## src/sv/epoch_seconds_to_calendar_assert.svh

```systemverilog
// Assertion macros for the epoch seconds to calendar converter.
`ifndef EPOCH_SECONDS_TO_CALENDAR_ASSERT_SVH
`define EPOCH_SECONDS_TO_CALENDAR_ASSERT_SVH

// Check a condition at every edge where the antecedent holds.
`define ESC_ASSERT_NOW(lbl, ante, cons) \
    lbl: assert property (@(posedge aclk) disable iff (!aresetn) (ante) |-> (cons)) \
        else $error("esc check failed");

// Check a condition in the cycle after the antecedent holds.
`define ESC_ASSERT_NEXT(lbl, ante, cons) \
    lbl: assert property (@(posedge aclk) disable iff (!aresetn) (ante) |=> (cons)) \
        else $error("esc check failed");

`endif

```

## src/sv/esc_pkg.sv

```systemverilog
// Shared constants and types for the epoch seconds to calendar converter.
`default_nettype none
package esc_pkg;
    localparam int TIME_BITS = 36;
    localparam int LAT       = 12;

    // Offset that makes every time non-negative; a whole number of 400-year
    // cycles, which is also a whole number of weeks.
    localparam logic [36:0] EPOCH_BIAS = 37'd37868342400;
    // Biased day count to days since 0000-03-01.
    localparam logic [20:0] CIVIL_SHIFT = 21'd281177;

    typedef struct packed {
        logic [5:0] sec;
        logic [5:0] min;
        logic [4:0] hr;
        logic [2:0] wd;
    } tod_t;
endpackage
`default_nettype wire

```

## src/sv/esc_day_split.sv

```systemverilog
// Seconds to biased day count, second of day and weekday, three stages.
`default_nettype none
module esc_day_split (
    input  wire logic                 aclk,
    input  wire logic                 en,
    input  wire logic signed [35:0]   epoch,
    output logic [20:0]               z,
    output logic [16:0]               sod,
    output logic [2:0]                wd
);
    import esc_pkg::*;

    localparam longint unsigned M675L = ((64'd1 << 40) + 64'd674) / 64'd675;
    localparam logic [30:0] M675 = 31'(M675L);

    logic [29:0] s1_q_reg;
    logic [6:0]  s1_r_reg;
    logic [29:0] s2_q_reg;
    logic [6:0]  s2_r_reg;
    logic [19:0] s2_days_reg;
    logic [20:0] s3_z_reg;
    logic [16:0] s3_sod_reg;
    logic [2:0]  s3_wd_reg;

    logic [36:0] s1_u_next;
    logic [60:0] prod;
    logic [19:0] s2_days_next;
    logic [29:0] rem;
    logic [20:0] w;
    logic [5:0]  dsum;
    logic [3:0]  dsum2;
    logic [2:0]  s3_wd_next;

    always_comb begin
        s1_u_next    = {epoch[35], epoch} + EPOCH_BIAS;
        prod         = 61'(s1_q_reg) * 61'(M675);
        s2_days_next = prod[59:40];
        rem          = s2_q_reg - 30'(s2_days_reg) * 30'd675;
        w            = 21'(s2_days_reg) + 21'd4;
        dsum         = '0;
        for (int i = 0; i < 7; i++) begin
            dsum = dsum + 6'(w[3*i +: 3]);
        end
        dsum2      = 4'(dsum[2:0]) + 4'(dsum[5:3]);
        s3_wd_next = (dsum2 >= 4'd7) ? 3'(dsum2 - 4'd7) : dsum2[2:0];
    end

    always_ff @(posedge aclk) begin
        if (en) begin
            s1_q_reg    <= s1_u_next[36:7];
            s1_r_reg    <= s1_u_next[6:0];
            s2_q_reg    <= s1_q_reg;
            s2_r_reg    <= s1_r_reg;
            s2_days_reg <= s2_days_next;
            s3_z_reg    <= 21'(s2_days_reg) + CIVIL_SHIFT;
            s3_sod_reg  <= {rem[9:0], s2_r_reg};
            s3_wd_reg   <= s3_wd_next;
        end
    end

    assign z   = s3_z_reg;
    assign sod = s3_sod_reg;
    assign wd  = s3_wd_reg;
endmodule
`default_nettype wire

```

## src/sv/esc_clock.sv

```systemverilog
// Second of day to hour, minute, second; weekday delayed alongside.
`default_nettype none
module esc_clock (
    input  wire logic           aclk,
    input  wire logic           en,
    input  wire logic [16:0]    sod,
    input  wire logic [2:0]     wd,
    output esc_pkg::tod_t       tod
);
    import esc_pkg::*;

    localparam logic [17:0] M60A = 18'(((32'd1 << 23) + 32'd59) / 32'd60);
    localparam logic [11:0] M60B = 12'(((32'd1 << 17) + 32'd59) / 32'd60);

    logic [16:0] k1_sod_reg;
    logic [10:0] k1_mt_reg;
    logic [2:0]  k1_wd_reg;
    logic [5:0]  k2_sec_reg;
    logic [10:0] k2_mt_reg;
    logic [4:0]  k2_hr_reg;
    logic [2:0]  k2_wd_reg;
    tod_t        dly_reg [7];

    logic [34:0] p1;
    logic [22:0] p2;
    logic [16:0] sec_full;
    logic [10:0] min_full;
    tod_t        k3_next;

    always_comb begin
        p1       = 35'(sod) * 35'(M60A);
        p2       = 23'(k1_mt_reg) * 23'(M60B);
        sec_full = k1_sod_reg - 17'(k1_mt_reg) * 17'd60;
        min_full = k2_mt_reg - 11'(k2_hr_reg) * 11'd60;
        k3_next.sec = k2_sec_reg;
        k3_next.min = min_full[5:0];
        k3_next.hr  = k2_hr_reg;
        k3_next.wd  = k2_wd_reg;
    end

    always_ff @(posedge aclk) begin
        if (en) begin
            k1_sod_reg <= sod;
            k1_mt_reg  <= p1[33:23];
            k1_wd_reg  <= wd;
            k2_sec_reg <= sec_full[5:0];
            k2_mt_reg  <= k1_mt_reg;
            k2_hr_reg  <= p2[21:17];
            k2_wd_reg  <= k1_wd_reg;
            dly_reg[0] <= k3_next;
            for (int i = 1; i < 7; i++) begin
                dly_reg[i] <= dly_reg[i-1];
            end
        end
    end

    assign tod = dly_reg[6];
endmodule
`default_nettype wire

```

## src/sv/esc_civil.sv

```systemverilog
// Day count since 0000-03-01 to year, month, day of month, day of year; nine stages.
`default_nettype none
module esc_civil (
    input  wire logic           aclk,
    input  wire logic           en,
    input  wire logic [20:0]    z,
    output logic signed [11:0]  year,
    output logic [8:0]          doy,
    output logic [3:0]          mon,
    output logic [4:0]          dom
);
    import esc_pkg::*;

    localparam logic [18:0] M1460 = 19'(((32'd1 << 29) + 32'd1459) / 32'd1460);
    localparam logic [18:0] M365  = 19'(((32'd1 << 27) + 32'd364) / 32'd365);
    localparam logic [11:0] M153  = 12'(((32'd1 << 19) + 32'd152) / 32'd153);
    localparam logic [11:0] M5    = 12'(((32'd1 << 14) + 32'd4) / 32'd5);

    logic [2:0]  c1_era_reg, c2_era_reg, c3_era_reg, c4_era_reg, c5_era_reg;
    logic [2:0]  c6_era_reg, c7_era_reg;
    logic [17:0] c1_doe_reg, c2_doe_reg, c3_doe_reg, c4_doe_reg;
    logic [6:0]  c2_q_reg;
    logic [17:0] c3_x_reg;
    logic [8:0]  c4_yoe_reg, c5_yoe_reg, c6_yoe_reg, c7_yoe_reg;
    logic [8:0]  c5_doy_reg, c6_doy_reg, c7_doy_reg, c8_doy_reg;
    logic [10:0] c6_n_reg;
    logic [3:0]  c7_mp_reg;
    logic [10:0] c8_n2_reg;
    logic [11:0] c8_year_reg, c9_year_reg;
    logic [8:0]  c8_doyj_reg, c9_doyj_reg;
    logic [3:0]  c8_mon_reg, c9_mon_reg;
    logic [4:0]  c9_dom_reg;

    logic [2:0]  c1_era_next;
    logic [20:0] doe_full;
    logic [36:0] pq;
    logic [2:0]  cnt_c;
    logic [17:0] c3_x_next;
    logic [36:0] py;
    logic [1:0]  q100;
    logic [17:0] base;
    logic [17:0] doy_full;
    logic [22:0] pm;
    logic        carry;
    logic [8:0]  yy;
    logic        leap;
    logic [12:0] yfull;
    logic [22:0] pd;
    logic [8:0]  dom_full;

    always_comb begin
        c1_era_next = '0;
        for (int k = 1; k < 8; k++) begin
            if (z >= 21'(k * 146097)) begin
                c1_era_next = 3'(k);
            end
        end
        doe_full = z - 21'(c1_era_next) * 21'd146097;

        pq = 37'(c1_doe_reg) * 37'(M1460);

        cnt_c = 3'(c2_doe_reg >= 18'd36524) + 3'(c2_doe_reg >= 18'd73048)
              + 3'(c2_doe_reg >= 18'd109572) + 3'(c2_doe_reg >= 18'd146096);
        c3_x_next = c2_doe_reg - 18'(c2_q_reg) + 18'(cnt_c)
                  - 18'(c2_doe_reg == 18'd146096);

        py = 37'(c3_x_reg) * 37'(M365);

        q100 = 2'(c4_yoe_reg >= 9'd100) + 2'(c4_yoe_reg >= 9'd200)
             + 2'(c4_yoe_reg >= 9'd300);
        base = 18'(c4_yoe_reg) * 18'd365 + 18'(c4_yoe_reg[8:2]) - 18'(q100);
        doy_full = c4_doe_reg - base;

        pm = 23'(c6_n_reg) * 23'(M153);

        carry = (c7_mp_reg >= 4'd10);
        yy    = c7_yoe_reg + 9'(carry);
        leap  = (yy[1:0] == 2'd0) && (yy != 9'd100) && (yy != 9'd200) && (yy != 9'd300);
        yfull = 13'(c7_era_reg) * 13'd400 + 13'(yy) - 13'd1900;

        pd = 23'(c8_n2_reg) * 23'(M5);
        dom_full = c8_doy_reg - pd[22:14] + 9'd1;
    end

    always_ff @(posedge aclk) begin
        if (en) begin
            c1_era_reg  <= c1_era_next;
            c1_doe_reg  <= doe_full[17:0];
            c2_era_reg  <= c1_era_reg;
            c2_doe_reg  <= c1_doe_reg;
            c2_q_reg    <= pq[35:29];
            c3_era_reg  <= c2_era_reg;
            c3_doe_reg  <= c2_doe_reg;
            c3_x_reg    <= c3_x_next;
            c4_era_reg  <= c3_era_reg;
            c4_doe_reg  <= c3_doe_reg;
            c4_yoe_reg  <= py[35:27];
            c5_era_reg  <= c4_era_reg;
            c5_yoe_reg  <= c4_yoe_reg;
            c5_doy_reg  <= doy_full[8:0];
            c6_era_reg  <= c5_era_reg;
            c6_yoe_reg  <= c5_yoe_reg;
            c6_doy_reg  <= c5_doy_reg;
            c6_n_reg    <= 11'(c5_doy_reg) * 11'd5 + 11'd2;
            c7_era_reg  <= c6_era_reg;
            c7_yoe_reg  <= c6_yoe_reg;
            c7_doy_reg  <= c6_doy_reg;
            c7_mp_reg   <= pm[22:19];
            c8_doy_reg  <= c7_doy_reg;
            c8_n2_reg   <= 11'(c7_mp_reg) * 11'd153 + 11'd2;
            c8_year_reg <= yfull[11:0];
            c8_mon_reg  <= carry ? c7_mp_reg - 4'd10 : c7_mp_reg + 4'd2;
            c8_doyj_reg <= carry ? c7_doy_reg - 9'd306
                                 : c7_doy_reg + 9'd59 + 9'(leap);
            c9_year_reg <= c8_year_reg;
            c9_mon_reg  <= c8_mon_reg;
            c9_doyj_reg <= c8_doyj_reg;
            c9_dom_reg  <= dom_full[4:0];
        end
    end

    assign year = signed'(c9_year_reg);
    assign doy  = c9_doyj_reg;
    assign mon  = c9_mon_reg;
    assign dom  = c9_dom_reg;
endmodule
`default_nettype wire

```

## src/sv/epoch_seconds_to_calendar.sv

```systemverilog
// Top level of the epoch seconds to calendar converter.
// Converts signed seconds since 1970-01-01 UTC into Gregorian calendar fields.
// Fully pipelined: one word enters per cycle while the output is not stalled,
// through 12 register stages (3 for day and second-of-day split, 9 for the date
// and clock fields). When m_ready is low with a result waiting, the whole pipeline
// holds and s_ready drops.
`default_nettype none
module epoch_seconds_to_calendar (
    input  wire logic               aclk,
    input  wire logic               aresetn,
    input  wire logic               s_valid,
    output logic                    s_ready,
    input  wire logic signed [35:0] s_epoch_seconds,
    output logic                    m_valid,
    input  wire logic               m_ready,
    output logic [5:0]              m_second_of_minute,
    output logic [5:0]              m_minute_of_hour,
    output logic [4:0]              m_hour_of_day,
    output logic [2:0]              m_weekday,
    output logic signed [11:0]      m_years_since_1900,
    output logic [8:0]              m_day_of_year,
    output logic [3:0]              m_month_index,
    output logic [4:0]              m_day_of_month
);
    import esc_pkg::*;

    logic [LAT-1:0] vld_reg;
    logic [LAT-1:0] vld_next;
    logic           en;
    logic [20:0]    z;
    logic [16:0]    sod;
    logic [2:0]     wd;
    tod_t           tod;

    assign en      = !vld_reg[LAT-1] || m_ready;
    assign s_ready = en;
    assign m_valid = vld_reg[LAT-1];

    always_comb begin
        vld_next = vld_reg;
        if (en) begin
            vld_next = {vld_reg[LAT-2:0], s_valid};
        end
    end

    always_ff @(posedge aclk) begin
        if (!aresetn) begin
            vld_reg <= '0;
        end else begin
            vld_reg <= vld_next;
        end
    end

    esc_day_split u_split (
        .aclk  (aclk),
        .en    (en),
        .epoch (s_epoch_seconds),
        .z     (z),
        .sod   (sod),
        .wd    (wd)
    );

    esc_clock u_clock (
        .aclk (aclk),
        .en   (en),
        .sod  (sod),
        .wd   (wd),
        .tod  (tod)
    );

    esc_civil u_civil (
        .aclk (aclk),
        .en   (en),
        .z    (z),
        .year (m_years_since_1900),
        .doy  (m_day_of_year),
        .mon  (m_month_index),
        .dom  (m_day_of_month)
    );

    assign m_second_of_minute = tod.sec;
    assign m_minute_of_hour   = tod.min;
    assign m_hour_of_day      = tod.hr;
    assign m_weekday          = tod.wd;

`include "epoch_seconds_to_calendar_assert.svh"

    `ESC_ASSERT_NOW(a_field_range, m_valid, (m_hour_of_day < 5'd24) && (m_minute_of_hour < 6'd60) && (m_second_of_minute < 6'd60) && (m_weekday < 3'd7) && (m_month_index < 4'd12) && (m_day_of_month != 5'd0))
    `ESC_ASSERT_NOW(a_jan_doy, m_valid && (m_month_index == 4'd0), m_day_of_year == 9'(m_day_of_month) - 9'd1)
    `ESC_ASSERT_NOW(a_feb_doy, m_valid && (m_month_index == 4'd1), m_day_of_year == 9'(m_day_of_month) + 9'd30)
    `ESC_ASSERT_NEXT(a_stall_freeze, m_valid && !m_ready, $stable(vld_reg))
endmodule
`default_nettype wire

```

## config.mk

```make
export PLATFORM = sky130hd
export DESIGN_NAME = epoch_seconds_to_calendar
export DESIGN_NICKNAME = d
export VERILOG_FILES = /design/src/sv/esc_pkg.sv /design/src/sv/esc_day_split.sv /design/src/sv/esc_clock.sv /design/src/sv/esc_civil.sv /design/src/sv/epoch_seconds_to_calendar.sv
export VERILOG_INCLUDE_DIRS = /design/src /design/src/sv
export SDC_FILE = /design/constraint.sdc
export NUM_CORES = 2
export LEC_CHECK = 0
export ABC_AREA = 1
export BUFFER_PORTS_ARGS = -buffer_cell sky130_fd_sc_hd__buf_4
export CAP_MARGIN = 20
export CORE_ASPECT_RATIO = 0.7
export CORE_MARGIN = 8
export CORE_UTILIZATION = 30
export CTS_CLUSTER_SIZE = 25
export DETAILED_ROUTE_END_ITERATION = 12
export PLACE_DENSITY = 0.53
export SYNTH_ARGS = -nofsm -noshare
export SYNTH_HDL_FRONTEND = slang
export SYNTH_SLANG_ARGS = --single-unit
```

## constraint.sdc

```tcl
create_clock -name aclk -period 44.9 [get_ports aclk]
set_clock_uncertainty 0.15 [all_clocks]
set_input_delay 0 -clock aclk [delete_from_list [all_inputs] [get_ports aclk]]
set_output_delay 0 -clock aclk [all_outputs]
set_load 0.01 [all_outputs]
```

* Yosys cells after proc, flatten, opt, wreduce, memory -nomap -nowiden
Memories as Yosys holds them, arrays and structs flattened.
Cells that the tools add are included.
Widths: inputs -> output; s select.
** Storage, ports and cells
- Bits in registers :: 416
- Input port bits :: 40
- Memories kept :: 1
- Output and inout port bits :: 52
- Word-level logic and storage cells :: 139
- RAM bits :: 140
** Memory list
- u_clock.dly_reg :: words 7, width 20, rd ports 7, clocked after Yosys merged registers in 0, write ports 7, RTL line esc_clock.sv:22 : tod_t dly_reg [7];
** Operators by class
- Multipliers :: 15
- $add $sub $neg :: 38
- Equality and inequality tests :: 4
- Reductions and logical operators :: 6
- Muxes and demuxes :: 12
- Magnitude comparators :: 16
** Operators by type and width (count)
- $ge 21x20->1 const B :: 4
- $mul 18x16->33 const B :: 2
- $mul 30x29->58 const B :: 1
- $ge 21x19->1 const B :: 2
- $add 37x36->37 const B :: 1
- $ge 18x17->1 const B :: 2
- $mul 17x18->34 const B :: 1
- $add 6x3->6 :: 5
- $mul 11x12->23 const B :: 1
- $add 11x2->11 const B :: 2
- $mul 11x12->22 const B :: 1
- $add 20x19->21 const B :: 1
- $add 20x3->21 const B :: 1
- $ge 21x18->1 const B :: 1
- $mul 20x10->10 const B :: 1
- $mul 11x12->19 const B :: 1
- $add 18x3->18 :: 1
- $add 9x1->9 :: 2
- $eq 18x18->1 const B :: 1
- $ge 18x16->1 const B :: 1
- $ge 18x18->1 const B :: 1
- $mul 3x18->18 const B :: 1
- $sub 18x1->18 :: 1
- $sub 18x18->18 :: 1
- 42 further kinds :: 55

* Logic depth before layout (Yosys ltp)
- Depth in word-level cells :: 10
- Depth in mapped cells :: 32
- Gate-level depth less buffers :: 32

* By module
A second synthesis with hierarchy kept.
** Unflattened totals
- Cells, all modules :: 6309
- Area, all modules :: 61172.4 um^2
** Modules (own cells, without submodules)
- esc_civil :: cells each 2802, instances 1, area an instance 28985.3 um^2, seq. area each 7477.2 um^2
- esc_day_split :: cells each 2463, instances 1, area an instance 20743.6 um^2, seq. area each 3453.3 um^2
- esc_clock :: cells each 968, instances 1, area an instance 10934.2 um^2, seq. area each 5405.2 um^2
- epoch_seconds_to_calendar :: cells each 76, instances 1, area an instance 509.2 um^2, seq. area each 240.2 um^2

* Least setup slack after synthesis
Ideal clock, no wire load.
- Path type :: register to register
- From :: register vld_reg[11]
- To :: register u_civil.c1_doe_reg[0], enable pin
- Cell stages (with the launch flop) :: 5
- Data required time :: 43.621 ns
- Data arrival time :: 15.454 ns
- Setup slack :: 28.167 ns
- Library setup time :: 1.129 ns
- Clock period less this slack :: 16.733 ns
- Path buffers :: 1
- Cell sequence :: dfxtp_1 -> inv_1 -> nor2_1 -> inv_1 -> clkbuf_1
** On the way
- Word-level cells in the longest chain between the ends :: 2
** RTL lines
- start, declared :: RTL line epoch_seconds_to_calendar.sv:27 : logic [LAT-1:0] vld_reg;
- start signal, assigned :: RTL line epoch_seconds_to_calendar.sv:50 : vld_reg <= vld_next;
- $logic_not 1->1 :: RTL line epoch_seconds_to_calendar.sv:35 : assign en = !vld_reg[LAT-1] || m_ready;
- $logic_or 1x1->1 :: RTL line epoch_seconds_to_calendar.sv:35
- named net s_ready :: RTL line epoch_seconds_to_calendar.sv:12 : output logic s_ready,
- end signal, assigned :: RTL line esc_civil.sv:88 : c1_doe_reg <= doe_full[17:0];
- end, declared :: RTL line esc_civil.sv:21 : logic [17:0] c1_doe_reg, c2_doe_reg, c3_doe_reg, c4_doe_reg;
The timed path passes the listed nets, and every way through them passes these cells.
A chain may end at the register's enable or synchronous reset.

* Final worst setup path
- From :: register u_split.s1_q_reg[14]
- To :: register u_split.s2_days_reg[18] (data pin)
** On the way
- Word-level cells in the longest chain between the ends :: 1
** RTL lines
- start, declared :: RTL line esc_day_split.sv:16 : logic [29:0] s1_q_reg;
- start signal, assigned :: RTL line esc_day_split.sv:50 : s1_q_reg <= s1_u_next[36:7];
- $mul 30x29->58 :: RTL line esc_day_split.sv:36 : prod = 61'(s1_q_reg) * 61'(M675);
- named net u_split.prod[58] :: RTL line esc_day_split.sv:26 : logic [60:0] prod;
- end signal, assigned :: RTL line esc_day_split.sv:54 : s2_days_reg <= s2_days_next;
- end, declared :: RTL line esc_day_split.sv:20 : logic [19:0] s2_days_reg;
The timed path passes the listed nets, and every way through them passes these cells.

==> reports/metrics.yaml <==
status: "complete, no violations"
grt_pass1_vias: 37090
reg2reg_to: "u_split.s2_days_reg[18]"
seq_area_frac_synth_pct: 28.76
min_path_cells: 4
drtPass1Iterations: 5
holdPathEnd: "u_split.s1_q_reg[15]"
wl_per_cell_um: 15.08
cts.root.buffer_cell: "clkbuf_16"
fp.dieH_um: 382.7
cp.depth: 23
yosysTopAreaCellShare_pct: 28.34
crit_type: "flop to flop"
cts_tree: "yes"
routed_via_density: 4.412
grt_start_max_net_pins: 79
post_cts_resized: 0
cp.arrival_ns: 7.33
worst_pin_slew_ns: 1.004
whs_ns: 0.1120
cts.sinks: 556
path_max_fanout: 11
area_growth_pct: 11.72
yosysWarnings: 0
start_kind: "flop"
die_w_um: 539.9
core_area_mm2: 0.1908
start_util_pct: 30.21
final_layout_size_suffix_gt1_share_pct: 4.275
regToRegSetupSlack_ns: 37.79
hpwl_um: 101100
die_area_mm2: 0.2066
crit_path_max_incr_delay_ns: 0.72
period_share_pct: 15.84
synthesis.area_mm2: 0.05764
layout_commonest_cell: "inv_1"
fin_ws_ns: 37.79
final_cell_mix: "inv_1 (1219), ha_1 (1192), fa_1 (601), edfxtp_1 (544), nand2_1 (452)"
slew_viol_final: 0
yosys.area.top_type: "edfxtp_1"
cts_buffers: 58
pre_cts_ws_ns: 37.82
clock_latency_ns: 0.73
overflow: 0
relSlewSlack_pct: 33.07
cp_num_buf_inv: 4
cts_max_level: 2
hp-class: "primary input to flop"
synth_area_leaders: "edfxtp_1 (28%), ha_1 (26%), fa_1 (21%), inv_1 (7.9%), nand2_1 (2.9%)"
hold_start: "s_epoch_seconds[21]"
antenna_found_initial: 1
drv_cap: 0
r2r_cells: 23
gp_congestion: 0.8698
fin_crit_ns: 7.112
finalSetupViolCount: 0
syn_inst: 5342
synth_edf_count: 544
io_buffers: 91
synth_cell_types: 53
max_freq_mhz: 140.6
grt_pass1_wl_um: 201200
fp-row-count: 134
path_cells: "fa_1, ha_1, inv_1, fa_1, inv_1, fa_1, fa_1, fa_1, fa_1, inv_1, fa_1, inv_1, ha_1, nand2_1, nand2_1, a31oi_1, nand2_1, a21oi_1, nand3_1, a21o_1, a21oi_1, o21ai_0, xor2_1"
reg2reg_from: "u_split.s1_q_reg[14]"
fin_nets: 7423
fin_setup_tns_ns: 0
ys_ff_latch: 556
largest_register_ffs: 140
syn_area_per_cell_um2: 10.79
async_reset_ff_share_pct: 0
drt_iter0_drc: 1825
ant_nets: 0
wirelength_um: 123000
drc_errors: 0
vias: 35980
clkTransAtPathRegs_ns: 0.06
io-pin-count: 92
grt_usage_pct: 11.87
required_ns: 45.12
cp_common_cell: "fa_1"
ys.flop_type: "edfxtp_1"
rsz0062_at_grt: "no"
clockBufferDepth: 3
critPathTopFamily: "adder cells"
cp_slowest_cell: "edfxtp_1"
crit_path_end_kind: "flop"
synth.net_count: 7175
finalHoldViolCount: 0
==> cells in the mapped netlist (37+ instances only) <==
master,instances
inv_1,1220
ha_1,1192
fa_1,601
edfxtp_1,544
nand2_1,452
a21oi_1,251
nor2_1,247
xor2_1,174
o21ai_0,158
xnor2_1,92
nand3_1,90
nand4_1,40
nor3_1,37
==> cell type report <==
cell class / instances / area [um2]
sequential: 556 / 16580
tap: 2516 / 3148
clock inverter: 42 / 456.7
antenna: 2 / 5.005
inverter: 1227 / 4613
multi-input combinational: 3552 / 36430
timing repair buffer: 195 / 1687
fill: 19230 / 126400
clock buffer: 65 / 1478
==> worst reg2reg max path, delay by kind of cell, from the launching register on <==
kind,cells,cell delay [ns]
xor+xnor,1,0.15
compound gates,5,0.95
flops,1,0.72
buf+inv,4,0.20
simple gates,4,0.39
fa+ha+maj,9,4.23
==> worst max-delay path by stage <==
stage	start	endpoint	slack, ns
CTS	u_split.s1_q_reg[13]	u_split.s2_days_reg[18]	37.75
global placement	u_split.s1_q_reg[9]	u_split.s2_days_reg[18]	37.83
detailed placement	u_split.s1_q_reg[13]	u_split.s2_days_reg[18]	37.82
global route	u_split.s1_q_reg[11]	u_split.s2_days_reg[18]	37.44
floorplan	vld_reg[11]	u_civil.c1_doe_reg[0]	28.17
finish	u_split.s1_q_reg[14]	u_split.s2_days_reg[18]	37.79
==> kinds of logic (layout without fill, tap and decap cells) <==
group,after synthesis,in the layout,synth area share [%]
other,0,2,0
buffers and inverters,1234,1529,8.038
XOR/XNOR,266,266,4.042
flip-flops,556,556,28.76
AO/OA/AOI/OAI,579,579,5.750
AND/OR/NAND/NOR,913,913,6.649
adder cells (fa/ha/maj),1793,1793,46.75
multiplexers,1,1,0.01953
==> per-layer routing <==
layer / GRT usage, % / wire length (um)
met5: 0 / 0
met4: 1.777 / 1421
met3: 1.993 / 5704
met2: 17.25 / 48770
met1: 18.60 / 67070
==> per-stage QoR <==
stage	std cells	utilization, %	instance area, um2
floorplan	5342	-	57640
finish	8155	33.75	64400
global route	8154	33.75	64390
global placement	7957	32.27	61570
CTS	8153	33.75	64390
detailed placement	7957	32.27	61570
==> timing repair <==
action,4_1_cts,5_1_grt
setup buffers,0,0
setup endpoints to repair,0,0
endpoints found under the hold margin,49,0
hold buffers,89,0
Power is not shown: default switching activity piles up to over one toggle a cycle in this logic, so the estimate is an artifact.
